$ cat config.mk
export PLATFORM = sky130hd
export DESIGN_NAME = wsp_term
export DESIGN_NICKNAME = d
export VERILOG_FILES = /design/src/wsp_pkg.sv /design/src/wsp_term.sv
export SDC_FILE = /design/constraint.sdc
export NUM_CORES = 2
export LEC_CHECK = 0
export BUFFER_PORTS_ARGS = -buffer_cell sky130_fd_sc_hd__buf_4
export CORE_UTILIZATION = 50
export DETAILED_ROUTE_END_ITERATION = 8
export PLACE_DENSITY = 0.64
export SYNTH_ARGS = -nofsm -noshare
export SYNTH_HDL_FRONTEND = slang
export SYNTH_SLANG_ARGS = --single-unit
$ cat constraint.sdc
create_clock -name aclk -period 11.15 [get_ports aclk]
set_input_delay 1.115 -clock aclk [delete_from_list [all_inputs] [get_ports aclk]]
set_output_delay 1.115 -clock aclk [all_outputs]
set_load 0.005 [all_outputs]
$ cat src/wsp_pkg.sv
// Shared constants, types and register codes for the wheel speed sync PID core.
`timescale 1ns / 1ps
`default_nettype none

package wsp_pkg;

    localparam int COUNT_BITS_DEF = 24;
    localparam int SUM_BITS_DEF   = 40;

    localparam int GAIN_BITS      = 32;
    localparam int SPEED_BITS     = 16;
    localparam int CFG_IDX_BITS   = 8;
    localparam int CFG_DATA_BITS  = 32;

    // Operand magnitudes are clamped to 2^(TERM_SHIFT+TERM_BITS-1); any nonzero gain
    // then already drives its term to the cap, so nothing downstream changes.
    localparam int TERM_SHIFT     = 17;
    localparam int TERM_BITS      = 18;
    localparam int MAG_BITS       = TERM_SHIFT + TERM_BITS;
    localparam int TOTAL_BITS     = TERM_BITS + 2;
    localparam int DRIVE_EXT_BITS = TOTAL_BITS + 2;

    localparam logic [MAG_BITS-1:0]  MAG_CAP  = {1'b1, {(MAG_BITS-1){1'b0}}};
    localparam logic [TERM_BITS-1:0] TERM_CAP = {1'b1, {(TERM_BITS-1){1'b0}}};

    localparam logic [GAIN_BITS-1:0]         PROP_GAIN_RST  = 32'd2619930;
    localparam logic [GAIN_BITS-1:0]         INTEG_GAIN_RST = 32'd4295;
    localparam logic [GAIN_BITS-1:0]         DERIV_GAIN_RST = 32'd68719;
    localparam logic signed [SPEED_BITS-1:0] BASE_SPEED_RST = 16'sd9830;

    localparam logic signed [SPEED_BITS-1:0] DRIVE_MAX = 16'sh7FFF;
    localparam logic signed [SPEED_BITS-1:0] DRIVE_MIN = 16'sh8000;

    typedef enum logic [CFG_IDX_BITS-1:0] {
        CFG_PROP_GAIN  = 8'd0,
        CFG_INTEG_GAIN = 8'd1,
        CFG_DERIV_GAIN = 8'd2,
        CFG_BASE_SPEED = 8'd3
    } wsp_cfg_idx_t;

    // Operands handed from the error stage to the multipliers.
    typedef struct packed {
        logic                err_pos;
        logic                err_neg;
        logic [MAG_BITS-1:0] err_mag;
        logic [MAG_BITS-1:0] sum_mag;
        logic [MAG_BITS-1:0] diff_mag;
    } wsp_ops_t;

endpackage

`default_nettype wire

$ cat src/wsp_term.sv
// One gain term: registered partial products, then the shifted and capped term.
`timescale 1ns / 1ps
`default_nettype none

module wsp_term (
    input  wire logic                          aclk,
    input  wire logic                          prod_load,
    input  wire logic                          term_load,
    input  wire logic [wsp_pkg::GAIN_BITS-1:0] gain,
    input  wire logic [wsp_pkg::MAG_BITS-1:0]  operand,
    output logic      [wsp_pkg::TERM_BITS-1:0] term_reg
);
    import wsp_pkg::*;

    localparam int HI_BITS   = MAG_BITS - GAIN_BITS;
    localparam int PROD_BITS = MAG_BITS + GAIN_BITS;

    logic [2*GAIN_BITS-1:0]       prod_lo_reg;
    logic [GAIN_BITS+HI_BITS-1:0] prod_hi_reg;
    logic [PROD_BITS-1:0]         prod_full;
    logic [PROD_BITS-1:0]         prod_shift;
    logic [TERM_BITS-1:0]         term_next;

    always_ff @(posedge aclk) begin
        if (prod_load) begin
            prod_lo_reg <= gain * operand[GAIN_BITS-1:0];
            prod_hi_reg <= gain * operand[MAG_BITS-1:GAIN_BITS];
        end
    end

    always_comb begin
        prod_full  = {prod_hi_reg, {GAIN_BITS{1'b0}}} + PROD_BITS'(prod_lo_reg);
        prod_shift = prod_full >> TERM_SHIFT;
        // Anything at or above the cap saturates the drive anyway.
        term_next  = (|prod_shift[PROD_BITS-1:TERM_BITS-1]) ? TERM_CAP
                                                            : prod_shift[TERM_BITS-1:0];
    end

    always_ff @(posedge aclk) begin
        if (term_load) begin
            term_reg <= term_next;
        end
    end

endmodule

`default_nettype wire

# Yosys cells after proc, flatten, opt, wreduce, memory -nomap -nowiden
# Index checks and enable logic that the tools add are counted.
# classes
eq_ne,0
div_mod_pow,0
reduce_logical,1
multipliers,2
shifts,0
mux,0
addsub,1
n_lt_le_gt_ge,0
bitwise,0
# ops
op,n
$add A67 B64 Y67,1
$mul A32 B32 Y64,1
$mul A32 B3 Y35,1
$reduce_or A33 Y1,1
# word_totals
latchBits,0
rom_bits,0
wordCells,7
regBits,117
output_inout_bits,18
ramBits,0
in_bits,70
n_memories,0

# Longest topological paths before layout
# logic_depth
ltp_word,2
ltp_mapped,30
ltp_nobuf,28

# Worst setup path before layout
# No wires, ideal clock.
# synth_path
kind,input -> register
from,input operand[8] (netlist bit)
to,register prod_lo_reg[52] (data pin)
n_path_buf,1
arrival_ps,7883
slack_ps,3009
t_required_ps,10892
path_stages,26
setup_time_ps,258
cell_sequence,clkbuf_1 > nand2_1 > fa_1 > inv_1 > fa_1 > inv_1 > fa_1 > inv_1 > fa_1 > inv_1 > fa_1 > inv_1 > fa_1 > fa_1 > fa_1 > ha_1 > or2_2 > a21oi_1 > a21oi_1 > or3_1 > o21a_1 > a21oi_1 > o21a_1 > o311ai_0 > a31oi_1 > xnor2_1
# synth_between
elab_chain_cells,1
# synth_rtl
item,line,rtl
from (decl),wsp_term.sv:10,"input wire logic [wsp_pkg::MAG_BITS-1:0] operand,"
$mul A32 B32 Y64,wsp_term.sv:26,prod_lo_reg <= gain * operand[GAIN_BITS-1:0];
to (signal assigned),wsp_term.sv:26,
to (decl),wsp_term.sv:18,logic [2*GAIN_BITS-1:0] prod_lo_reg;
# No other way between the ends.
# A chain may end at the register's enable or synchronous reset.

# Final worst setup path
# layout_path
from,input gain[16] (netlist bit)
to,register prod_lo_reg[63] (data pin)
# layout_between
elab_chain_cells,1
# layout_rtl
item,line,rtl
from (decl),wsp_term.sv:9,"input wire logic [wsp_pkg::GAIN_BITS-1:0] gain,"
$mul A32 B32 Y64,wsp_term.sv:26,
# No other way between the ends.

==> results.md <==
* Post-cts sizing count at 0
* First-pass GRT wire length at between 150000 and 200000 um
* Worst hold-check slack at 0.627 ns
* Fill cells at 7449
* Setup Skew at between 0.015 and 0.02 ns
* Asr flop ratio synth at 0%
* CP startpoint kind: input pin
* FF-to-FF setup slack at 7.01 ns
* Clk sink count at 100
* Register area share after synthesis at under 10%
* Final nets at 5612
* DRT antenna net count at 0
* CP Max Fanout at 35
* Synth warn at 0
* Commonest cells after routing, fill and taps aside: 964 x inv_1, 927 x fa_1, 648 x nand2_1, 576 x and2_1, 326 x ha_1
* DRC violations left at 0
* Final period utilization at between 80% and 90%
* Detailed placer's ending HPWL at 81700 um
* Via count at 29100
* Commonest non-fill, non-tap cell in the layout: inv_1
* Status: finished, final reports clean
* CP endpoint kind: register
* Vias per Instance at 5.45
* Syn Nets at 5734
* Row cnt at 103
* Synthesized area at 40300 um2
* Clk Latency, worst-skew pair at 0.36 ns
* GRT Overall Usage at between 20% and 30%
* Final WL at 108000 um
* Setup_tns at 0 ns
* Distinct cells, synth at 71
* Final setup fails at 0
* Die area at slightly above 80000 um2
* Clock buffer count from CTS at 9
* Tightest Pin Transition at 0.933 ns
* Post-route cell area at 41800 um2
* Setup Buffers After CTS at 0
* Area Growth Syn to Fin at 3.57%
* CP arrival at roughly 9 ns
* Initial DRC count at 1951
* Post-synth EDFFs at 100
* Boundary pin count at just under 90
* Max-cap viol count at 0
* Setup Crit Path Kind: input pin to register
* Grt ovf at 0
* CORE AREA at 79400 um2
* Initial antenna violation count at 3
* Final Max Slew Viols at 0
* Synth Flop Type: edfxtp_1
* Placed cell area at 41500 um2
* Vias in the first global route at 31200
* Largest net degree at the start of global routing at 65
* Clock Pin Slew Worst Setup and Hold Paths at 0.08 ns
* RSZ-0062 raised after global routing: false
* Hold WC Path Type: register to register
* Hold-fix buffers at CTS at 0
* Final Core Density at about 53%
* Die span in y at 286 um
* CTS Buffer Depth at 2
* Required @ worst endpoint at 11.23 ns
* Mapped Cells at about 4400
* Area of the multi-input gates at 32900 um2
* Slew HR at between 30% and 40%
* Synthesized area per cell at a little over 9 um2
* Max H-tree Level at 3
* Yosys reg bits at 100
* Sequential Area at 3000 um2
* Share of post-route cells with drive strength above 1 at 2.93%
* Die W at 286 um
* Routed WL per cell at between 20 and 25 um
* Port buffer count at 87
* Final hold vios at 0
* Maximum clock rate at approximately 0.11 GHz
* Max reg flops at between 40 and 50
* Initial Utilization at 50.8%
* CTS tree: built
* Clk Tree Root Cell: clkbuf_16
* Final RePlAce weighted congestion at 0.936
* Fin crit period at 8.93 ns
* First-pass detailed-route iteration total at 5
==> layer usage <==
metal | GRT usage [%] | wire length (um)
met5 | 0 | 64
met4 | 6.14 | 2000
met3 | 5.42 | 8420
met2 | 43.9 | 50000
met1 | 39.4 | 47800
==> synth_stat cells (3+ instances only) <==
master	n	share of area [%]
a211o_1	5	0.11
and3_1	15	0.23
a311oi_1	3	0.065
o211ai_1	12	0.22
or2_2	8	0.12
a21o_1	37	0.69
a221o_1	3	0.074
and4_1	5	0.11
nor3_1	36	0.45
clkbuf_1	214	2.0
fa_1	927	46
xor2_1	33	0.72
inv_1	964	9.0
o31ai_1	6	0.11
or3_1	3	0.047
buf_2	6	0.074
nand2_1	648	6.0
nor4_1	5	0.078
a31o_2	3	0.065
o211a_1	3	0.074
xnor2_1	59	1.3
nor2b_1	13	0.20
o21a_1	11	0.20
o21ai_0	61	0.76
a221oi_1	3	0.065
o31a_1	4	0.087
nor2_1	67	0.62
o2111ai_1	4	0.087
mux2i_1	3	0.074
a211oi_1	10	0.19
nand3_1	19	0.24
nand4_1	20	0.31
o21bai_1	9	0.17
a31oi_1	14	0.22
nand2b_1	13	0.20
a21oi_1	113	1.4
a21boi_0	5	0.093
edfxtp_1	100	7.4
ha_1	326	10
and2_1	576	8.9
a41oi_1	3	0.065
==> worst max-delay path: stages <==
cell       delay, ns
buf_4           0.44
nand2_1         0.16
fa_1            0.55
inv_1           0.05
fa_1            0.54
inv_1           0.06
fa_1            0.54
inv_1           0.05
fa_1            0.50
inv_1           0.06
fa_1            0.52
inv_1           0.05
fa_1            0.44
fa_1            0.52
fa_1            0.42
ha_1            0.36
a21oi_1         0.18
o21ai_0         0.14
a211oi_1        0.35
a211oi_1        0.18
nor3_1          0.57
nand2_1         0.16
a21oi_1         0.27
nor3_1          0.09
a2111oi_0       0.53
xnor2_1         0.13
==> final cells by class <==
class                   instances  share of cell area (%)
well taps                    1050                    3.15
clock inverters                 7                   0.177
repair buffers                 89                    1.60
flip-flops and latches        100                    7.19
clock buffers                   9                   0.539
inverters                     964                    8.66
multi-input cells            3125                    78.7
diodes                          1                 0.00599
==> cells by family (layout without fill, tap and decap cells) <==
kind of cell	count (synthesis)	count (layout)	synth area share (%)
flops	100	100	7.45
simple gates	1436	1436	17.8
xor+xnor	92	92	2.00
mux	4	4	0.102
fa+ha+maj	1253	1253	56.1
other cells	0	1	0
buf+inv	1186	1069	11.1
compound gates	340	340	5.49
==> through the flow <==
stage	worst slack (ns)	instances
3_5_place_dp	1.84	5328
4_1_cts	2.19	5344
6_report	2.22	5345
5_1_grt	1.80	5344
3_3_place_gp	1.96	5328
2_1_floorplan	3.01	4411
==> final timing paths <==
path	startpoint	end	depth (start not counted)
hold / removal	prod_lo_reg[28]	term_reg[11]	2
hold reg to reg	prod_lo_reg[28]	term_reg[11]	2
setup / recovery	gain[16]	prod_lo_reg[63]	26
setup reg to reg	prod_lo_reg[32]	term_reg[1]	13
Power is left out: the tool's default activity adds up to more than one toggle a clock period on the data nets, which glitch-free logic cannot reach.
