### src/wsp_pkg.sv
// Shared constants, types and register codes for the wheel speed sync PID core.
`timescale 1ns / 1ps
`default_nettype none

package wsp_pkg;

    localparam int COUNT_BITS_DEF = 24;
    localparam int SUM_BITS_DEF   = 40;

    localparam int GAIN_BITS      = 32;
    localparam int SPEED_BITS     = 16;
    localparam int CFG_IDX_BITS   = 8;
    localparam int CFG_DATA_BITS  = 32;

    // Operand magnitudes are clamped to 2^(TERM_SHIFT+TERM_BITS-1); any nonzero gain
    // then already drives its term to the cap, so nothing downstream changes.
    localparam int TERM_SHIFT     = 17;
    localparam int TERM_BITS      = 18;
    localparam int MAG_BITS       = TERM_SHIFT + TERM_BITS;
    localparam int TOTAL_BITS     = TERM_BITS + 2;
    localparam int DRIVE_EXT_BITS = TOTAL_BITS + 2;

    localparam logic [MAG_BITS-1:0]  MAG_CAP  = {1'b1, {(MAG_BITS-1){1'b0}}};
    localparam logic [TERM_BITS-1:0] TERM_CAP = {1'b1, {(TERM_BITS-1){1'b0}}};

    localparam logic [GAIN_BITS-1:0]         PROP_GAIN_RST  = 32'd2619930;
    localparam logic [GAIN_BITS-1:0]         INTEG_GAIN_RST = 32'd4295;
    localparam logic [GAIN_BITS-1:0]         DERIV_GAIN_RST = 32'd68719;
    localparam logic signed [SPEED_BITS-1:0] BASE_SPEED_RST = 16'sd9830;

    localparam logic signed [SPEED_BITS-1:0] DRIVE_MAX = 16'sh7FFF;
    localparam logic signed [SPEED_BITS-1:0] DRIVE_MIN = 16'sh8000;

    typedef enum logic [CFG_IDX_BITS-1:0] {
        CFG_PROP_GAIN  = 8'd0,
        CFG_INTEG_GAIN = 8'd1,
        CFG_DERIV_GAIN = 8'd2,
        CFG_BASE_SPEED = 8'd3
    } wsp_cfg_idx_t;

    // Operands handed from the error stage to the multipliers.
    typedef struct packed {
        logic                err_pos;
        logic                err_neg;
        logic [MAG_BITS-1:0] err_mag;
        logic [MAG_BITS-1:0] sum_mag;
        logic [MAG_BITS-1:0] diff_mag;
    } wsp_ops_t;

endpackage

`default_nettype wire

### src/wsp_drive.sv
// Sums the three terms, applies them around the base speed and saturates the drive.
`timescale 1ns / 1ps
`default_nettype none

module wsp_drive (
    input  wire logic                                  aclk,
    input  wire logic                                  load,
    input  wire logic                                  err_pos,
    input  wire logic                                  err_neg,
    input  wire logic        [wsp_pkg::TERM_BITS-1:0]  p_term,
    input  wire logic        [wsp_pkg::TERM_BITS-1:0]  i_term,
    input  wire logic        [wsp_pkg::TERM_BITS-1:0]  d_term,
    input  wire logic signed [wsp_pkg::SPEED_BITS-1:0] base_speed,
    output logic signed      [wsp_pkg::SPEED_BITS-1:0] left_drive_reg,
    output logic signed      [wsp_pkg::SPEED_BITS-1:0] right_drive_reg
);
    import wsp_pkg::*;

    logic [TOTAL_BITS-1:0]            total;
    logic signed [DRIVE_EXT_BITS-1:0] base_ext;
    logic signed [DRIVE_EXT_BITS-1:0] total_ext;
    logic signed [DRIVE_EXT_BITS-1:0] drive_ext;
    logic signed [SPEED_BITS-1:0]     left_drive_next;

    always_comb begin
        total     = TOTAL_BITS'(p_term) + TOTAL_BITS'(i_term) + TOTAL_BITS'(d_term);
        base_ext  = DRIVE_EXT_BITS'(base_speed);
        total_ext = $signed(DRIVE_EXT_BITS'(total));
        priority if (err_pos) begin
            drive_ext = base_ext + total_ext;
        end else if (err_neg) begin
            drive_ext = base_ext - total_ext;
        end else begin
            drive_ext = base_ext;
        end
        if (drive_ext > DRIVE_EXT_BITS'(DRIVE_MAX)) begin
            left_drive_next = DRIVE_MAX;
        end else if (drive_ext < DRIVE_EXT_BITS'(DRIVE_MIN)) begin
            left_drive_next = DRIVE_MIN;
        end else begin
            left_drive_next = drive_ext[SPEED_BITS-1:0];
        end
    end

    always_ff @(posedge aclk) begin
        if (load) begin
            left_drive_reg  <= left_drive_next;
            right_drive_reg <= base_speed;
        end
    end

endmodule

`default_nettype wire

### config.mk
export PLATFORM = sky130hd
export DESIGN_NAME = wsp_drive
export DESIGN_NICKNAME = d
export VERILOG_FILES = /design/src/wsp_pkg.sv /design/src/wsp_drive.sv
export SDC_FILE = /design/constraint.sdc
export NUM_CORES = 1
export LEC_CHECK = 0
export BUFFER_PORTS_ARGS = -buffer_cell sky130_fd_sc_hd__buf_4
export CORE_ASPECT_RATIO = 1.2
export CORE_MARGIN = 4
export CORE_UTILIZATION = 55
export CTS_CLUSTER_DIAMETER = 150
export DETAILED_ROUTE_END_ITERATION = 7
export GPL_ROUTABILITY_DRIVEN = 0
export GPL_TIMING_DRIVEN = 0
export PLACE_DENSITY = 0.8
export SYNTH_ARGS = -nofsm -noshare
export SYNTH_HDL_FRONTEND = slang
export SYNTH_SLANG_ARGS = --single-unit
### constraint.sdc
create_clock -name aclk -period 6.3 [get_ports aclk]
set_clock_uncertainty 0.05 [all_clocks]
set_input_delay 0.315 -clock aclk [delete_from_list [all_inputs] [get_ports aclk]]
set_output_delay 0.315 -clock aclk [all_outputs]
set_load 0.01 [all_outputs]
## After elaboration in Yosys (flattened, before gate mapping)

Index checks and enable logic that the tools add are counted.

- $add $sub $neg: 4
- Order comparisons: 2
- Mux-type cells: 3

Operator list:

| kind | count |
|---|---|
| two-way mux 22 bit | 2 |
| adder 16 x 21 -> 22 bit | 1 |
| greater-than comparator 22 x 16 -> 1 bit, second input constant | 1 |
| less-than comparator 22 x 16 -> 1 bit, second input constant | 1 |
| subtractor 16 x 21 -> 22 bit | 1 |
| adder 19 x 18 -> 20 bit | 1 |
| adder 18 x 18 -> 19 bit | 1 |
| two-way mux 16 bit | 1 |

- Bits in registers: 32
- Output and inout bits: 32

## Logic depth before layout (Yosys ltp)

- Depth in word-level cells: 7
- Gate-level depth with buffers: 26
- Mapped depth without buffers: 25

## Worst setup path after synthesis

OpenSTA, ideal clock, no wires.

- Kind: in2reg
- From: input p_term[1] in the netlist's numbering
- To: register left_drive_reg[11] in the netlist's numbering, data pin
- Arrival time: 5,530 ps
- Cell stages on the path: 24
- Setup slack: 466 ps
- Data required time: 5,996 ps
- Buffers on the path: 1
- Path through: fa_1 -> ha_1 -> fa_1 -> a21o_1 -> a21oi_1 -> o21bai_1 -> a21oi_1 -> o21bai_1 -> a41o_1 -> o41ai_1 -> o21ai_0 -> o21a_1 -> nor2_1 -> xnor2_1 -> ha_1 -> buf_2 -> or3_1 -> a211oi_1 -> o41ai_1 -> a41oi_1 -> xnor2_1 -> inv_1 -> or3_1 -> o2bb2ai_2

- Cells in the longest elaborated chain, start to end: 7

RTL lines:

| what | line | source |
|---|---|---|
| start: declaration | wsp_drive.sv:10 | `input wire logic [wsp_pkg::TERM_BITS-1:0] p_term,` |
| adder 18 x 18 -> 19 bit (*) | wsp_drive.sv:26 | `total = TOTAL_BITS'(p_term) + TOTAL_BITS'(i_term) + TOTAL_BITS'(d_term);` |
| adder 19 x 18 -> 20 bit (*) | wsp_drive.sv:26 |  |
| subtractor 16 x 21 -> 22 bit | wsp_drive.sv:32 | `drive_ext = base_ext - total_ext;` |
| two-way mux 22 bit | wsp_drive.sv:31 | `end else if (err_neg) begin` |
| two-way mux 22 bit (*) | wsp_drive.sv:29 | `priority if (err_pos) begin` |
| less-than comparator 22 x 16 -> 1 bit | wsp_drive.sv:38 | `end else if (drive_ext < DRIVE_EXT_BITS'(DRIVE_MIN)) begin` |
| two-way mux 16 bit | wsp_drive.sv:38 |  |
| end signal: assignment | wsp_drive.sv:47 | `left_drive_reg <= left_drive_next;` |
| end: declaration | wsp_drive.sv:14 | `output logic signed [wsp_pkg::SPEED_BITS-1:0] left_drive_reg,` |

Every way passes the cells marked *; elsewhere a longest branch is shown, timed or not.
A chain may end at the register's enable or synchronous reset.

## Worst setup path in the final report

Same ends and word-level chain as after synthesis.

==> impl_metrics.prom <==
# TYPE chip_impl_metric gauge
chip_impl_info{name="cpLargestDelayFamily",value="compound AO/OA/AOI/OAI gates"} 1
chip_impl_metric{name="grt-ovfl-total",unit=""} 0
chip_impl_metric{name="synth_fp_nets",unit=""} 743
chip_impl_metric{name="grt_max_degree",unit=""} 33
chip_impl_metric{name="clockPowerShare",unit="%"} 9.8
chip_impl_metric{name="synth.top_cell.area_share",unit="%"} 19.4
chip_impl_metric{name="clockBufferDepth",unit=""} 2
chip_impl_metric{name="synthesis.yosys.warnings",unit=""} 0
chip_impl_metric{name="seq_power_share",unit="%"} 13.6
chip_impl_metric{name="synth.distinct_cells",unit=""} 72
chip_impl_metric{name="placementRows",unit=""} 37
chip_impl_metric{name="pre_cts_ws",unit="ns"} -0.594
chip_impl_metric{name="post_synth_inst_count",unit=""} 584
chip_impl_metric{name="final_period_minus_worst_setup_slack",unit="ns"} 5.92
chip_impl_info{name="kind_of_end_point_of_the_critical_path",value="register"} 1
chip_impl_info{name="layout.cells.most_common",value="buf_4"} 1
chip_impl_metric{name="core",unit="mm2"} 0.00870
chip_impl_metric{name="cts_num_sinks",unit=""} 32
chip_impl_metric{name="ys_async_sr_fraction",unit="%"} 0
chip_impl_metric{name="fmaxAchievable",unit="GHz"} 0.169
chip_impl_metric{name="finish.instance_area",unit="mm2"} 0.00607
chip_impl_metric{name="wl",unit="um"} 13100
chip_impl_metric{name="internal_cell_power",unit="uW"} 1040
chip_impl_metric{name="worstMarginPinSlew",unit="ns"} 0.579
chip_impl_metric{name="p_per_cell_area",unit="mW/mm2"} 339
chip_impl_metric{name="timing.critical_path.required",unit="ns"} 6.30
chip_impl_metric{name="setup-violations-final",unit=""} 0
chip_impl_metric{name="grt_antenna_before_repair",unit=""} 0
chip_impl_metric{name="max_cap_violations",unit=""} 0
chip_impl_metric{name="synth_edf_count",unit=""} 32
chip_impl_info{name="synthFlopType",value="edfxtp_1"} 1
chip_impl_info{name="cts_tree",value="done"} 1
chip_impl_info{name="critPathSlowestCell",value="fa_1"} 1
chip_impl_metric{name="net-switching-power",unit="uW"} 1020
chip_impl_metric{name="leakage",unit="uW"} 0.00271
chip_impl_metric{name="worst_slew_margin_rel",unit="%"} 61.4
chip_impl_metric{name="routed_vias",unit=""} 4910
chip_impl_metric{name="grt_pass1_vias",unit=""} 4895
chip_impl_metric{name="postSynthAreaPerCell",unit="um2"} 8.48
chip_impl_metric{name="ant_nets",unit=""} 0
chip_impl_metric{name="cts-buffers-inserted",unit=""} 5
chip_impl_metric{name="drt_drc_violations_left",unit=""} 0
chip_impl_metric{name="worst-endpoint-arrival",unit="ns"} 5.92
chip_impl_metric{name="slew_viol_final",unit=""} 0
chip_impl_metric{name="post-dp-hpwl",unit="um"} 10600
chip_impl_metric{name="vias_per_cell",unit=""} 6.03
chip_impl_metric{name="worst-path-buf-inv",unit=""} 3
chip_impl_metric{name="min_period_over_period",unit="%"} 94.0
chip_impl_metric{name="drt-pass1-iter-count",unit=""} 5
chip_impl_metric{name="delay_of_the_slowest_cell_on_the_worst_path",unit="ns"} 0.48
chip_impl_metric{name="cp_max_fo",unit=""} 9
chip_impl_metric{name="antenna-diode-count",unit=""} 0
chip_impl_metric{name="area.growth.synth_to_final",unit="%"} 22.5
chip_impl_info{name="synth.top_cells.by_area",value="edfxtp_1 19%, ha_1 16%, fa_1 8.5%, nor2_1 4.9%, a21oi_1 4.4%"} 1
chip_impl_metric{name="cts_htree_levels",unit=""} 2
chip_impl_metric{name="finish.net_count",unit=""} 855
chip_impl_metric{name="final.setup.tns",unit="ns"} 0
chip_impl_metric{name="drive_gt1_share",unit="%"} 23.4
chip_impl_metric{name="io_pins",unit=""} 106
chip_impl_info{name="cp_launch_type",value="input port"} 1
chip_impl_metric{name="port-buffer-count",unit=""} 105
chip_impl_metric{name="finalHoldViolations",unit=""} 0
chip_impl_metric{name="chipHeight",unit="um"} 112
chip_impl_info{name="synth_largest_area_cell",value="edfxtp_1"} 1
chip_impl_metric{name="fraction_of_power_spent_switching_nets",unit="%"} 49.6
chip_impl_metric{name="core_util_final",unit="%"} 69.7
chip_impl_metric{name="globalRouteTotalUtil",unit="%"} 24.6
chip_impl_metric{name="synth_area",unit="mm2"} 0.00495
chip_impl_metric{name="worst_ir_drop_vdd",unit="mV"} 0.157
chip_impl_metric{name="fillCellCount",unit=""} 740
chip_impl_info{name="run_status",value="finished, final reports clean"} 1
chip_impl_metric{name="fin_total_pwr",unit="uW"} 2060
chip_impl_metric{name="detailedRoute.firstIterationViolations",unit=""} 206
chip_impl_metric{name="portion_of_total_power_attributed_to_combinational_logic",unit="%"} 76.5
chip_impl_info{name="mostFrequentLayoutCells",value="109 x buf_4, 64 x nor2_1, 64 x ha_1, 47 x inv_1, 42 x a21oi_1"} 1
chip_impl_metric{name="setup_ws",unit="ns"} 0.376
chip_impl_metric{name="avgRoutedWirePerCell",unit="um"} 16.1
chip_impl_metric{name="start_util",unit="%"} 56.9
chip_impl_metric{name="ys_ff_latch",unit=""} 32
chip_impl_metric{name="die_width",unit="um"} 94.6
chip_impl_metric{name="placed_area",unit="mm2"} 0.00589
chip_impl_metric{name="die_footprint",unit="mm2"} 0.0106
chip_impl_info{name="criticalPathCategory",value="input port to register"} 1
chip_impl_metric{name="synth_sequential_area_ratio",unit="%"} 19.4
chip_impl_info{name="ctsRootBufferMaster",value="clkbuf_8"} 1
chip_impl_info{name="min-delay-path-class",value="input port to register"} 1
chip_impl_metric{name="cts.reportedPaths.clkPinSlew",unit="ns"} 0.09
chip_impl_metric{name="grt_first_pass_wirelength",unit="um"} 21700
==> through the flow <==
step | cells | hold slack, ns
final | 814 | 0.186
after global routing | 814 | 0.186
after CTS | 814 | 0.189
after detailed placement | 806 | 0.482
after global placement | 806 | 0.480
after floorplan | 584 | 0.364
==> path summary, 6_finish.rpt <==
check	end	start	depth (start not counted)	slack, ns
min	right_drive_reg[10]$_DFFE_PP_	base_speed[10]	1	0.19
max	left_drive_reg[11]$_SDFFCE_PN1P_	p_term[1]	25	0.38
==> power groups by stage <==
stage / Sequential [uW] / Clock [uW] / Combinational (uW)
after floorplan: 299 / 0 / 1130
final: 280 / 202 / 1570
after CTS: 280 / 201 / 1520
after global placement: 284 / 0 / 1460
after global routing: 282 / 208 / 1750
after detailed placement: 285 / 0 / 1510
==> metal layers <==
| layer | track usage, % | part of all wire, % | vias up |
|---|---|---|---|
| met5 | 0 | 0 | - |
| met4 | 9.24 | 2.9 | 0 |
| met3 | 3.11 | 6.7 | 42 |
| met2 | 44.6 | 52 | 200 |
| met1 | 28.9 | 38 | 2306 |
| li1 | - | - | 2362 |
==> repair_timing <==
| action | CTS | global route |
|---|---|---|
| pin swaps | 0 | 3 |
| resized for setup | 3 | 15 |
| buffers inserted | 0 | 1 |
| setup endpoints to repair | 15 | 15 |
| hold buffers | 0 | 0 |
==> synthesized netlist by cell type, drive strengths merged (4+ instances only) <==
| master | count |
|---|---|
| nor2 | 65 |
| ha | 64 |
| inv | 49 |
| a21oi | 45 |
| nand2 | 37 |
| o21ai | 36 |
| edfxtp | 32 |
| fa | 21 |
| o22ai | 20 |
| xnor2 | 20 |
| or3 | 14 |
| nor3 | 13 |
| buf | 11 |
| nand3 | 11 |
| clkbuf | 10 |
| nand2b | 10 |
| o211ai | 9 |
| o21bai | 9 |
| a21o | 8 |
| nor2b | 8 |
| a211oi | 6 |
| a31oi | 6 |
| a221oi | 5 |
| a311oi | 5 |
| nand4 | 5 |
| or2 | 5 |
| mux2i | 4 |
| o21a | 4 |
| xor2 | 4 |
==> kinds of logic (layout without fill, tap and decap cells) <==
family / Yosys count / count (layout) / share of synthesized area (%)
xor gates and xnor gates: 24 / 24 / 4.24
DFF: 32 / 32 / 19.4
AOI/OAI and AO/OA: 185 / 185 / 26.6
and+or+nand+nor: 181 / 181 / 17.8
muxes: 7 / 7 / 1.49
adders and majority gates: 85 / 85 / 24.7
buffers and inverters: 70 / 183 / 5.76
==> layout make-up <==
| class | instances | area [um2] | share of cell area, % |
|---|---|---|---|
| Inverter | 49 | 184 | 3.03 |
| Tap cell | 117 | 146 | 2.41 |
| Buffer | 20 | 103 | 1.69 |
| Sequential cell | 32 | 961 | 15.8 |
| Multi-Input combinational cell | 482 | 3760 | 62.1 |
| Clock inverter | 3 | 42.5 | 0.701 |
| Timing Repair Buffer | 106 | 796 | 13.1 |
| Clock buffer | 5 | 68.8 | 1.13 |
Power figures use the tool's default switching activity.
