File: config.mk
export PLATFORM = sky130hd
export DESIGN_NAME = wsp_err_stage
export DESIGN_NICKNAME = d
export VERILOG_FILES = /design/src/wsp_pkg.sv /design/src/wsp_err_stage.sv
export SDC_FILE = /design/constraint.sdc
export NUM_CORES = 1
export LEC_CHECK = 0
export ABC_AREA = 1
export BUFFER_PORTS_ARGS = -buffer_cell sky130_fd_sc_hd__buf_2
export CAP_MARGIN = 20
export CORE_AREA = 2 2 185 187
export DETAILED_ROUTE_END_ITERATION = 10
export DIE_AREA = 0 0 187 189
export PLACE_DENSITY = 0.64
export SLEW_MARGIN = 20
export SYNTH_ARGS = -nofsm -noshare
export SYNTH_HDL_FRONTEND = slang
export SYNTH_SLANG_ARGS = --single-unit
File: constraint.sdc
create_clock -name aclk -period 8.6 [get_ports aclk]
set_input_delay 1.72 -clock aclk [delete_from_list [all_inputs] [get_ports aclk]]
set_output_delay 1.72 -clock aclk [all_outputs]
set_load 0.005 [all_outputs]
File: src/wsp_pkg.sv
// Shared constants, types and register codes for the wheel speed sync PID core.
`timescale 1ns / 1ps
`default_nettype none

package wsp_pkg;

    localparam int COUNT_BITS_DEF = 24;
    localparam int SUM_BITS_DEF   = 40;

    localparam int GAIN_BITS      = 32;
    localparam int SPEED_BITS     = 16;
    localparam int CFG_IDX_BITS   = 8;
    localparam int CFG_DATA_BITS  = 32;

    // Operand magnitudes are clamped to 2^(TERM_SHIFT+TERM_BITS-1); any nonzero gain
    // then already drives its term to the cap, so nothing downstream changes.
    localparam int TERM_SHIFT     = 17;
    localparam int TERM_BITS      = 18;
    localparam int MAG_BITS       = TERM_SHIFT + TERM_BITS;
    localparam int TOTAL_BITS     = TERM_BITS + 2;
    localparam int DRIVE_EXT_BITS = TOTAL_BITS + 2;

    localparam logic [MAG_BITS-1:0]  MAG_CAP  = {1'b1, {(MAG_BITS-1){1'b0}}};
    localparam logic [TERM_BITS-1:0] TERM_CAP = {1'b1, {(TERM_BITS-1){1'b0}}};

    localparam logic [GAIN_BITS-1:0]         PROP_GAIN_RST  = 32'd2619930;
    localparam logic [GAIN_BITS-1:0]         INTEG_GAIN_RST = 32'd4295;
    localparam logic [GAIN_BITS-1:0]         DERIV_GAIN_RST = 32'd68719;
    localparam logic signed [SPEED_BITS-1:0] BASE_SPEED_RST = 16'sd9830;

    localparam logic signed [SPEED_BITS-1:0] DRIVE_MAX = 16'sh7FFF;
    localparam logic signed [SPEED_BITS-1:0] DRIVE_MIN = 16'sh8000;

    typedef enum logic [CFG_IDX_BITS-1:0] {
        CFG_PROP_GAIN  = 8'd0,
        CFG_INTEG_GAIN = 8'd1,
        CFG_DERIV_GAIN = 8'd2,
        CFG_BASE_SPEED = 8'd3
    } wsp_cfg_idx_t;

    // Operands handed from the error stage to the multipliers.
    typedef struct packed {
        logic                err_pos;
        logic                err_neg;
        logic [MAG_BITS-1:0] err_mag;
        logic [MAG_BITS-1:0] sum_mag;
        logic [MAG_BITS-1:0] diff_mag;
    } wsp_ops_t;

endpackage

`default_nettype wire

File: src/wsp_err_stage.sv
// Error, saturating error sum, derivative difference and their clamped magnitudes.
`timescale 1ns / 1ps
`default_nettype none

module wsp_err_stage #(
    parameter int COUNT_BITS = wsp_pkg::COUNT_BITS_DEF,
    parameter int SUM_BITS   = wsp_pkg::SUM_BITS_DEF
) (
    input  wire logic                         aclk,
    input  wire logic                         aresetn,
    input  wire logic                         load,
    input  wire logic signed [COUNT_BITS-1:0] left_count,
    input  wire logic signed [COUNT_BITS-1:0] right_count,
    output wsp_pkg::wsp_ops_t                 ops_reg
);
    import wsp_pkg::*;

    localparam int ERR_BITS  = COUNT_BITS + 1;
    localparam int DIFF_BITS = COUNT_BITS + 2;
    localparam int ACC_BITS  = ((SUM_BITS > ERR_BITS) ? SUM_BITS : ERR_BITS) + 1;
    localparam int SMAG_BITS = (SUM_BITS > MAG_BITS) ? SUM_BITS : MAG_BITS;

    localparam logic signed [ACC_BITS-1:0] SUM_MAX =
        {{(ACC_BITS-SUM_BITS+1){1'b0}}, {(SUM_BITS-1){1'b1}}};
    localparam logic signed [ACC_BITS-1:0] SUM_MIN =
        {{(ACC_BITS-SUM_BITS+1){1'b1}}, {(SUM_BITS-1){1'b0}}};
    localparam logic [SMAG_BITS-1:0] SUM_MAG_CAP = SMAG_BITS'(MAG_CAP);

    logic signed [SUM_BITS-1:0] error_sum_reg;
    logic signed [SUM_BITS-1:0] error_sum_next;
    logic signed [ERR_BITS-1:0] last_error_reg;

    logic [COUNT_BITS-1:0]       left_mag;
    logic [COUNT_BITS-1:0]       right_mag;
    logic signed [ERR_BITS-1:0]  err;
    logic [ERR_BITS-1:0]         err_abs;
    logic signed [ACC_BITS-1:0]  acc;
    logic signed [DIFF_BITS-1:0] diff;
    logic [DIFF_BITS-1:0]        diff_abs;
    logic [SUM_BITS-1:0]         sum_abs;
    logic [SMAG_BITS-1:0]        sum_abs_ext;
    wsp_ops_t                    ops_next;

    always_comb begin
        // The most negative count has a magnitude that still fits unsigned.
        left_mag  = left_count[COUNT_BITS-1]  ? -left_count  : left_count;
        right_mag = right_count[COUNT_BITS-1] ? -right_count : right_count;
        err       = $signed({1'b0, right_mag}) - $signed({1'b0, left_mag});
        err_abs   = err[ERR_BITS-1] ? -err : err;

        acc = ACC_BITS'(error_sum_reg) + ACC_BITS'(err);
        if (acc > SUM_MAX) begin
            error_sum_next = SUM_MAX[SUM_BITS-1:0];
        end else if (acc < SUM_MIN) begin
            error_sum_next = SUM_MIN[SUM_BITS-1:0];
        end else begin
            error_sum_next = acc[SUM_BITS-1:0];
        end

        diff     = DIFF_BITS'(err) - DIFF_BITS'(last_error_reg);
        diff_abs = diff[DIFF_BITS-1] ? -diff : diff;

        sum_abs     = error_sum_next[SUM_BITS-1] ? -error_sum_next : error_sum_next;
        sum_abs_ext = SMAG_BITS'(sum_abs);

        ops_next.err_pos  = !err[ERR_BITS-1] && (err != '0);
        ops_next.err_neg  = err[ERR_BITS-1];
        ops_next.err_mag  = MAG_BITS'(err_abs);
        ops_next.diff_mag = MAG_BITS'(diff_abs);
        ops_next.sum_mag  = (sum_abs_ext > SUM_MAG_CAP) ? MAG_CAP
                                                         : sum_abs_ext[MAG_BITS-1:0];
    end

    always_ff @(posedge aclk) begin
        if (!aresetn) begin
            error_sum_reg  <= '0;
            last_error_reg <= '0;
        end else if (load) begin
            error_sum_reg  <= error_sum_next;
            last_error_reg <= err;
        end
    end

    always_ff @(posedge aclk) begin
        if (load) begin
            ops_reg <= ops_next;
        end
    end

endmodule

`default_nettype wire

======== Yosys cells after proc, flatten, opt, wreduce, memory -nomap -nowiden ========
Index checks and enable logic that the tools add are counted.
cells by class
  $add $sub $neg .......................... 8
  $lt $le $gt $ge ......................... 3
  multiplexer cells ....................... 7
  reduce and logical (&&, ||, !) cells .... 3
operators by type and width
  operator                number
  $mux W40                3
  $mux W24                3
  $neg A24 Y24            2
  $add A40 B25 Y41        1
  $gt A41 B40 Y1 const B  1
  $lt A41 B40 Y1 const B  1
  $gt A40 B35 Y1 const B  1
  $neg A40 Y40            1
  $neg A26 Y26            1
  $sub A25 B25 Y26        1
  $mux W25                1
  $neg A25 Y25            1
  $reduce_bool A25 Y1     1
  $sub A24 B24 Y25        1
  $logic_and A1 B1 Y1     1
  $logic_not A1 Y1        1
word-level totals
  register bits after elaboration ......... 153
  input port bits ......................... 51
  output and inout bits ................... 107
  logic and storage cells ................. 30

======== Depth between registers and ports, before layout ========
Gate-level depths: netlist of the first run.
  depth in word-level cells ............... 10
  gate-level depth with buffers ........... 58
  depth with buffers taken out ............ 54

======== Least setup slack after synthesis of the first run ========
No wires, ideal clock.
  path kind ............................... input-to-reg
  start point ............................. in left_count[3]
  end point ............................... reg ops_reg[51] in the netlist's numbering (data pin)
  setup time .............................. 146 ps
  arrival time ............................ 9072 ps
  data required time ...................... 8454 ps
  setup slack ............................. -618 ps
  stages on the path ...................... 52
  path buffers ............................ 5
  path through ............................ nor2_1 -> inv_1 -> nor4_1 -> inv_1 -> o21ai_0 -> xnor2_1 -> inv_1 -> ha_1 -> a21o_1 -> a31oi_1 -> nand2_1 -> a21boi_0 -> o21bai_1 -> a21boi_0 -> o21ai_0 -> a21boi_0 -> o21ai_0 -> nand3_1 -> [... 16 more ...] -> nand2_1 -> inv_1 -> ha_1 -> nand2_1 -> nor2_2 -> nand2_2 -> nor2_1 -> nand2_1 -> nand2_2 -> nand2_1 -> nand2_1 -> nand2_2 -> nor2_1 -> nand2_1 -> nor2_2 -> nand3_4 -> buf_6 -> a21oi_1
between the ends
  longest elaborated chain between the ends .. 10
  elaborated cells on any way between the ends .. 11
  those cells by class .................... add/sub (4); order compare (3); mux (4)
ends and longest elaborated chain
  item                    RTL line             source
  start: declaration      wsp_err_stage.sv:12  input wire logic signed [COUNT_BITS-1:0] left_count,
  $neg A24 Y24            wsp_err_stage.sv:46  left_mag = left_count[COUNT_BITS-1] ? -left_count : left_count;
  $mux W24 (*)            wsp_err_stage.sv:46
  $sub A24 B24 Y25 (*)    wsp_err_stage.sv:48  err = $signed({1'b0, right_mag}) - $signed({1'b0, left_mag});
  via err[24]             wsp_err_stage.sv:35  logic signed [ERR_BITS-1:0] err;
  $add A40 B25 Y41 (*)    wsp_err_stage.sv:51  acc = ACC_BITS'(error_sum_reg) + ACC_BITS'(err);
  $lt A41 B40 Y1          wsp_err_stage.sv:54  end else if (acc < SUM_MIN) begin
  $mux W40                wsp_err_stage.sv:54
  $mux W40 (*)            wsp_err_stage.sv:52  if (acc > SUM_MAX) begin
  $neg A40 Y40            wsp_err_stage.sv:63  sum_abs = error_sum_next[SUM_BITS-1] ? -error_sum_next : error_sum_next;
  $mux W40 (*)            wsp_err_stage.sv:63
  $gt A40 B35 Y1          wsp_err_stage.sv:70  ops_next.sum_mag = (sum_abs_ext > SUM_MAG_CAP) ? MAG_CAP
  end signal: assignment  wsp_err_stage.sv:86  ops_reg <= ops_next;
  end: declaration        wsp_err_stage.sv:14  output wsp_pkg::wsp_ops_t ops_reg
Mark *: on every way through the listed nets, which the timed path passes. The rest lies on a longest branch.
A chain may end at the register's enable or synchronous reset.

======== Worst setup path in the final report of the first run ========
  start point ............................. in right_count[7]
  end point ............................... reg ops_reg[38] in the netlist's numbering (data pin)
between the ends
  longest elaborated chain between the ends .. 10
  elaborated cells on any way between the ends .. 11
  those cells by class .................... add/sub (4); order compare (3); mux (4)
ends and longest elaborated chain
  item                  RTL line             source
  start: declaration    wsp_err_stage.sv:13  input wire logic signed [COUNT_BITS-1:0] right_count,
  $neg A24 Y24          wsp_err_stage.sv:47  right_mag = right_count[COUNT_BITS-1] ? -right_count : right_count;
  $mux W24 (*)          wsp_err_stage.sv:47
  $sub A24 B24 Y25 (*)  wsp_err_stage.sv:48
  via err[21]           wsp_err_stage.sv:35
  $add A40 B25 Y41 (*)  wsp_err_stage.sv:51
  $lt A41 B40 Y1        wsp_err_stage.sv:54
  $mux W40              wsp_err_stage.sv:54
  $mux W40 (*)          wsp_err_stage.sv:52
  $neg A40 Y40          wsp_err_stage.sv:63
  $mux W40 (*)          wsp_err_stage.sv:63
  $gt A40 B35 Y1        wsp_err_stage.sv:70
Marks and branches as above.

==> flow_metrics.py, run 1 <==
metrics = {
    "cells_and_area": {
        "syn_to_final_growth_pct": 24.9,
        "final_layout_size_suffix_gt1_frac": 0.216,
        "instances_no_fill": 3028,
        "n_antenna_cell": 0,
        "largest_reg_flops": 88,
        "fillers": 3277,
        "fin_nets": 2723,
    },
    "routing": {
        "dr_wl_met2_mm": 19.4,
        "routedWlPerCell_um": 15.0,
        "vias": 15100,
        "ant_nets": 0,
        "met3_length_mm": 2.61,
        "drt-pass1-iter-count": 5,
        "drt_iter0_markers": 1058,
        "drc": 0,
        "drt-met1-wl_mm": 22.7,
        "via_per_inst": 5.00,
        "top_layer": "met4",
        "drt-total-wl_mm": 45.3,
    },
    "die": {
        "start_util": 0.447,
        "row_count": 67,
        "ioPinCount": 158,
        "die_w_um": 187,
        "fp.dieH_um": 189,
        "dieArea_sq_mm": 0.0353,
        "core_area_sq_mm": 0.0333,
    },
    "synth": {
        "yosysWarnings": 0,
        "synthTopCellsByArea": "edfxtp_1, nand2_1, dfxtp_1",
        "synth_top_family_by_area": "simple AND/OR/NAND/NOR gates",
        "yosys-top-cells-count": "nand2_1, inv_1, nor2_1",
        "ys_async_sr_fraction": 0,
        "yosysMostFrequentCell": "nand2_1",
        "synthMuxAreaShare": 0,
        "ys_ff_latch": 153,
        "synth_top_area_cell": "edfxtp_1",
        "synth_compound_gate_area_share": 0.135,
        "synthSimpleGateAreaFrac": 0.301,
        "avgSynthCellArea_sq_um": 6.73,
        "yosysSeqAreaShare": 0.265,
        "synthFlopType": "edfxtp_1",
        "synth-edff-count": 88,
        "synth-xor-area-share": 0.0982,
        "ys_types": 54,
        "netlist.area_leader.share": 0.178,
        "postSynthCellCount": 2212,
        "synthAdderAreaFrac": 0.0898,
        "syn_area_sq_mm": 0.0149,
    },
    "setup_path": {
        "critical-path-max-stage-delay_ns": 0.34,
        "rrSetupSlack_ns": 4.16,
        "critical-path-slowest-cell": "ha_1",
        "arrival_ns": 8.40,
        "worstSetupStartpointType": "primary input",
        "required_ns": 8.88,
        "cp-startpoint": "right_count[7]",
        "worstSetupPathType": "primary input to flip-flop",
        "crit_top_cell": "nand2_1",
        "reg2reg_from": "last_error_reg[2]",
        "cp_max_fo": 6,
        "critPathCaptureType": "flip-flop",
    },
    "clock_network": {
        "clock_path_buffers": 2,
        "h-tree-depth": 4,
        "clk_pin_slew_worst_paths_ns": 0.07,
        "cts_tree": "yes",
        "clock_latency_ns": 0.45,
        "ctsHoldBuffers": 0,
        "cts_sinks": 153,
        "root_buffer": "clkbuf_16",
        "cts_made_buffers": 17,
    },
    "placed_design": {
        "post-place-cells": 2991,
        "place.gp.congestion": 0.940,
        "pre_cts_slack_ns": -0.444,
        "numPortBuffers": 138,
        "hpwl_mm": 37.2,
    },
    "worst_hold_path": {
        "hold_class": "flip-flop to flip-flop",
        "worstHoldStart": "error_sum_reg[36]",
    },
    "global_route": {
        "grt.total_usage": 0.254,
        "grt_pass1_wl_mm": 72.1,
        "grt-ovfl-total": 0,
        "antenna_found_initial": 0,
        "grt_max_degree": 88,
        "grt_pass1_vias": 13900,
    },
    "timing": {
        "skew_ns": 0.0176,
        "drv_slew": 0,
        "finalCritPeriodShare": 0.945,
        "worst_pin_slew_ns": 0.920,
        "min_period_ns": 8.12,
        "relSlewSlack": 0.386,
        "fmax_mhz": 123,
        "hold_viol": 0,
        "finalWorstSetupSlack_ns": 0.476,
        "setup_viol": 0,
    },
    "flow_run": {
        "maxCapViolations": 0,
    },
    "outcome": {
        "status": "complete, no violations",
    },
}
[metal layers]
layer  track usage  up-vias
li1              -     7832
met1         0.373     6805
met2         0.402      466
met3        0.0282       34
met4        0.0531        0
met5             0        -
[per-stage QoR]
stage          setup TNS [ns]  hold slack (ns)   util  area, sq um
5_1_grt                 -2.06            0.520  0.559        18600
2_1_floorplan               0            0.456      -        15000
6_report                    0            0.499  0.559        18600
3_3_place_gp            -8.45            0.468  0.531        17700
3_5_place_dp           -13.28            0.481  0.531        17700
4_1_cts                     0            0.502  0.549        18300
[worst paths after layout]
kind | end | cells past startpoint
hold reg to reg | error_sum_reg[36] | 2
hold / removal | error_sum_reg[36] | 2
setup / recovery | ops_reg[38] | 52
setup reg to reg | ops_reg[14] | 21
[critical path, delay by kind of cell]
family                     cells  cell delay, ns
adders and majority gates      3            0.83
and+or+nand+nor               33            3.87
buffers and inverters          9            0.89
xor gates and xnor gates       3            0.62
AOI/OAI and AO/OA              4            0.46
[cells in the final DEF (no fill, tap or decap), drive strengths merged, types with 2 or more instances in the layout]
master  count
o31ai       5
a21oi     167
or2         6
nand4      25
a21boi      8
nor4       15
o211ai     24
o21ai     109
inv       340
o21a        5
ha        102
edfxtp     88
xor2      123
nand3b      9
clkbuf     19
nor3b       2
clkinv      8
fa          3
conb       19
nand3     118
nand2     559
a31oi       6
and2        2
nor2      266
a21o        6
xnor2      43
buf       383
nor3       38
o21bai     11
dfxtp      65
[layout make-up]
| cell class | count | area, sq um | share of cell area |
|---|---|---|---|
| multi-input cells | 1676 | 9590 | 0.516 |
| flip-flops and latches | 153 | 3940 | 0.212 |
| repair buffers | 385 | 2650 | 0.142 |
| inverters | 334 | 1260 | 0.0676 |
| well taps | 448 | 561 | 0.0301 |
| clock buffers | 17 | 425 | 0.0229 |
| clock inverters | 15 | 173 | 0.00929 |
[logic make-up (layout without fill, tap and decap cells)]
logic type | after synthesis | after routing
AND/OR/NAND/NOR | 1041 | 1041
AO/OA/AOI/OAI | 345 | 345
adder cells (fa/ha/maj) | 105 | 105
XOR/XNOR | 166 | 166
other | 1 | 19
buffers and inverters | 401 | 751
flip-flops | 153 | 153
[repair_timing]
action                                 in CTS  in global routing
setup endpoints to repair                   0                 35
buffers inserted                            0                  3
endpoints found under the hold margin       0                  0
gates resized for setup                     0                 68
Power of run 1 is left out: the tool's default activity adds up to more than one toggle a clock period on the data nets, which glitch-free logic cannot reach.
==> run 2: changes to the inputs <==
--- a/config.mk
+++ b/config.mk
@@ -5,13 +5,12 @@
 export SDC_FILE = /design/constraint.sdc
 export NUM_CORES = 1
 export LEC_CHECK = 0
-export ABC_AREA = 1
 export BUFFER_PORTS_ARGS = -buffer_cell sky130_fd_sc_hd__buf_2
 export CAP_MARGIN = 20
-export CORE_AREA = 2 2 185 187
+export CORE_AREA = 2 2 188 190
 export DETAILED_ROUTE_END_ITERATION = 10
-export DIE_AREA = 0 0 187 189
-export PLACE_DENSITY = 0.64
+export DIE_AREA = 0 0 190 192
+export PLACE_DENSITY = 0.63
 export SLEW_MARGIN = 20
 export SYNTH_ARGS = -nofsm -noshare
 export SYNTH_HDL_FRONTEND = slang
==> run 2 against run 1 <==
Net effect:
- the flow now finishes with violations (setup timing)
- final cell count shrank 0.79%
- clock-buffer cell count grew 2
- flip-flop and latch count unchanged
- critical path depth down 12
- global-route usage rose by 5.3 points
- die area rose by 3.2%
- sequential share of layout area fell by 3.6 points
- largest cell class unchanged
- first-iteration DRC count grew 28%
- hold slack worse by 0.012 ns
- non-clock buffer count up 343
- worst setup slack got worse by 1.4 ns
==> flow_metrics.py, run 2 <==
metrics = {
    "global_route": {
        "grt_max_degree": 139,
        "antenna_found_initial": 1,
        "grt_pass1_wl_mm": 88.3,
        "grt.total_usage": 0.307,
        "grt-ovfl-total": 0,
        "grt_pass1_vias": 16400,
    },
    "clock_network": {
        "clock_latency_ns": 0.46,
        "cts_made_buffers": 17,
        "root_buffer": "clkbuf_16",
        "clk_pin_slew_worst_paths_ns": 0.07,
        "clock_path_buffers": 2,
        "cts_tree": "yes",
        "cts_sinks": 153,
        "h-tree-depth": 4,
    },
    "synth": {
        "synth-edff-count": 88,
        "syn_area_sq_mm": 0.0153,
        "ys_types": 102,
        "yosysMostFrequentCell": "nand2_1",
        "synthFlopType": "edfxtp_1",
        "synthTopCellsByArea": "edfxtp_1, dfxtp_1, ha_1",
        "postSynthCellCount": 1883,
        "yosysWarnings": 0,
        "yosys-top-cells-count": "nand2_1, o21ai_0, a21oi_1",
        "netlist.area_leader.share": 0.173,
        "ys_async_sr_fraction": 0,
        "avgSynthCellArea_sq_um": 8.13,
        "synth_top_area_cell": "edfxtp_1",
        "yosysSeqAreaShare": 0.258,
        "ys_ff_latch": 153,
    },
    "die": {
        "dieArea_sq_mm": 0.0365,
        "die_w_um": 190,
        "ioPinCount": 158,
        "core_area_sq_mm": 0.0343,
        "start_util": 0.446,
        "fp.dieH_um": 192,
        "row_count": 68,
    },
    "timing": {
        "skew_ns": 0.0126,
        "rsz0062_at_grt": "yes",
        "fmax_mhz": 105,
        "setup_viol": 35,
        "final.setup.tns_ns": -30.90,
        "worst_pin_slew_ns": 0.959,
        "finalCritPeriodShare": 1.11,
        "relSlewSlack": 0.355,
        "hold_viol": 0,
        "min_period_ns": 9.53,
        "drv_slew": 0,
        "hold_ws_ns": 0.488,
        "finalWorstSetupSlack_ns": -0.930,
    },
    "routing": {
        "drc": 0,
        "drt_iter0_markers": 1354,
        "via_per_inst": 5.77,
        "routedWlPerCell_um": 19.0,
        "drt-total-wl_mm": 57.1,
        "ant_nets": 0,
        "vias": 17300,
        "drt-pass1-iter-count": 6,
    },
    "flow_run": {
        "maxCapViolations": 0,
    },
    "worst_hold_path": {
        "hold_depth": 1,
        "hold_class": "flip-flop to flip-flop",
    },
    "pwr": {
        "vdd_drop_max_mv": 0.253,
        "p_leak_nw": 9.59,
        "power_mw": 10.2,
        "powerDensity_mw_per_mm2": 458,
    },
    "cells_and_area": {
        "final_layout_size_suffix_gt1_frac": 0.373,
        "fillers": 2884,
        "utilization": 0.653,
        "largest_reg_flops": 88,
        "fin_nets": 2692,
        "fin_area_sq_mm": 0.0224,
        "mostFrequentLayoutCell": "buf_4",
        "n_antenna_cell": 0,
        "syn_to_final_growth_pct": 46.2,
        "instances_no_fill": 3004,
        "mostFrequentLayoutCells": "buf_4, nand2_1, o21ai_0",
    },
    "setup_path": {
        "crit_top_cell": "buf_6",
        "critPathCaptureType": "flip-flop",
        "rr_worst_depth": 28,
        "required_ns": 8.89,
        "cp_num_cells": 40,
        "worstSetupStartpointType": "primary input",
        "cp_top_family": "simple AND/OR/NAND/NOR gates",
        "critical-path-slowest-cell": "or4_4",
        "arrival_ns": 9.82,
        "worstSetupPathType": "primary input to flip-flop",
        "cp_max_fo": 7,
        "critical-path-max-stage-delay_ns": 0.52,
        "path_buf_inv": 9,
    },
    "placed_design": {
        "numPortBuffers": 138,
        "placed_area_sq_mm": 0.0205,
        "post-place-cells": 2919,
        "place.gp.congestion": 0.995,
        "hpwl_mm": 44.4,
        "pre_cts_slack_ns": -1.73,
    },
    "outcome": {
        "status": "finished with violations",
        "violations": "setup timing",
    },
}
## run 2: cell types whose count changed after synthesis, moves of 65 or more
| cell | delta |
|---|---|
| inv_1 | -258 |
| xor2_1 | -74 |
| nand2_1 | -364 |
| nand3_1 | -67 |
| xnor2_1 | +65 |
| nor2_1 | -141 |
## run 2: per-layer routing
metal	vias up	routed length, um	GRT usage
met2	615	25600	0.489
li1	8358	-	-
met5	-	0	0
met3	81	3500	0.0389
met4	0	1170	0.0811
met1	8293	26800	0.437
## run 2: final cells by class
class                      instances  area [sq um]  share of cell area
clock buffer                      19           454              0.0203
inverter                          68           263              0.0117
multi-input combinational       1568         11600               0.518
clock inverter                    13           131             0.00587
timing repair buffer             728          5430               0.243
tap                              455           569              0.0254
sequential                       153          3940               0.176
## run 2: worst reg2reg max path, delay by kind of cell (launching register included)
kind | cells | cell delay (ns)
buffers and inverters | 7 | 0.86
flip-flops | 1 | 0.34
AND/OR/NAND/NOR | 9 | 1.64
adder cells (fa/ha/maj) | 3 | 0.78
AO/OA/AOI/OAI | 9 | 2.10
## run 2: cells by family (layout without fill, tap and decap cells)
family | after synthesis | in the layout | share of synthesized area
AO/OA/AOI/OAI | 627 | 627 | 0.271
XOR/XNOR | 157 | 157 | 0.0911
adder cells (fa/ha/maj) | 116 | 116 | 0.0948
buffers and inverters | 180 | 828 | 0.0522
flip-flops | 153 | 153 | 0.258
multiplexers | 33 | 33 | 0.0217
other | 1 | 19 | 0.000245
AND/OR/NAND/NOR | 616 | 616 | 0.211
## run 2: what timing repair did
item                       CTS  global route
pin swaps                   31            50
hold buffers                 0             0
resized for setup           53            80
setup endpoints to repair   35            35
buffers inserted            27            18
cloned                       4             4
## run 2: power breakdown
part / switching, mW / internal [mW] / total [mW] / leakage [nW]
Sequential: 0.106 / 1.06 / 1.16 / 1.42
Clock: 0.369 / 0.399 / 0.768 / 0.279
Combinational: 4.53 / 3.78 / 8.32 / 7.89
Total: 5.01 / 5.24 / 10.2 / 9.59
## run 2: final timing paths
kind / start / endpoint / slack (ns)
worst max-delay path: right_count[11] / ops_reg[44] / -0.93
worst min-delay path: last_error_reg[12] / last_error_reg[12] / 0.49
worst min register to register: last_error_reg[12] / last_error_reg[12] / 0.49
worst max register to register: error_sum_reg[0] / ops_reg[44] / 2.71
Note: power is estimated with default switching activity, not from simulation.
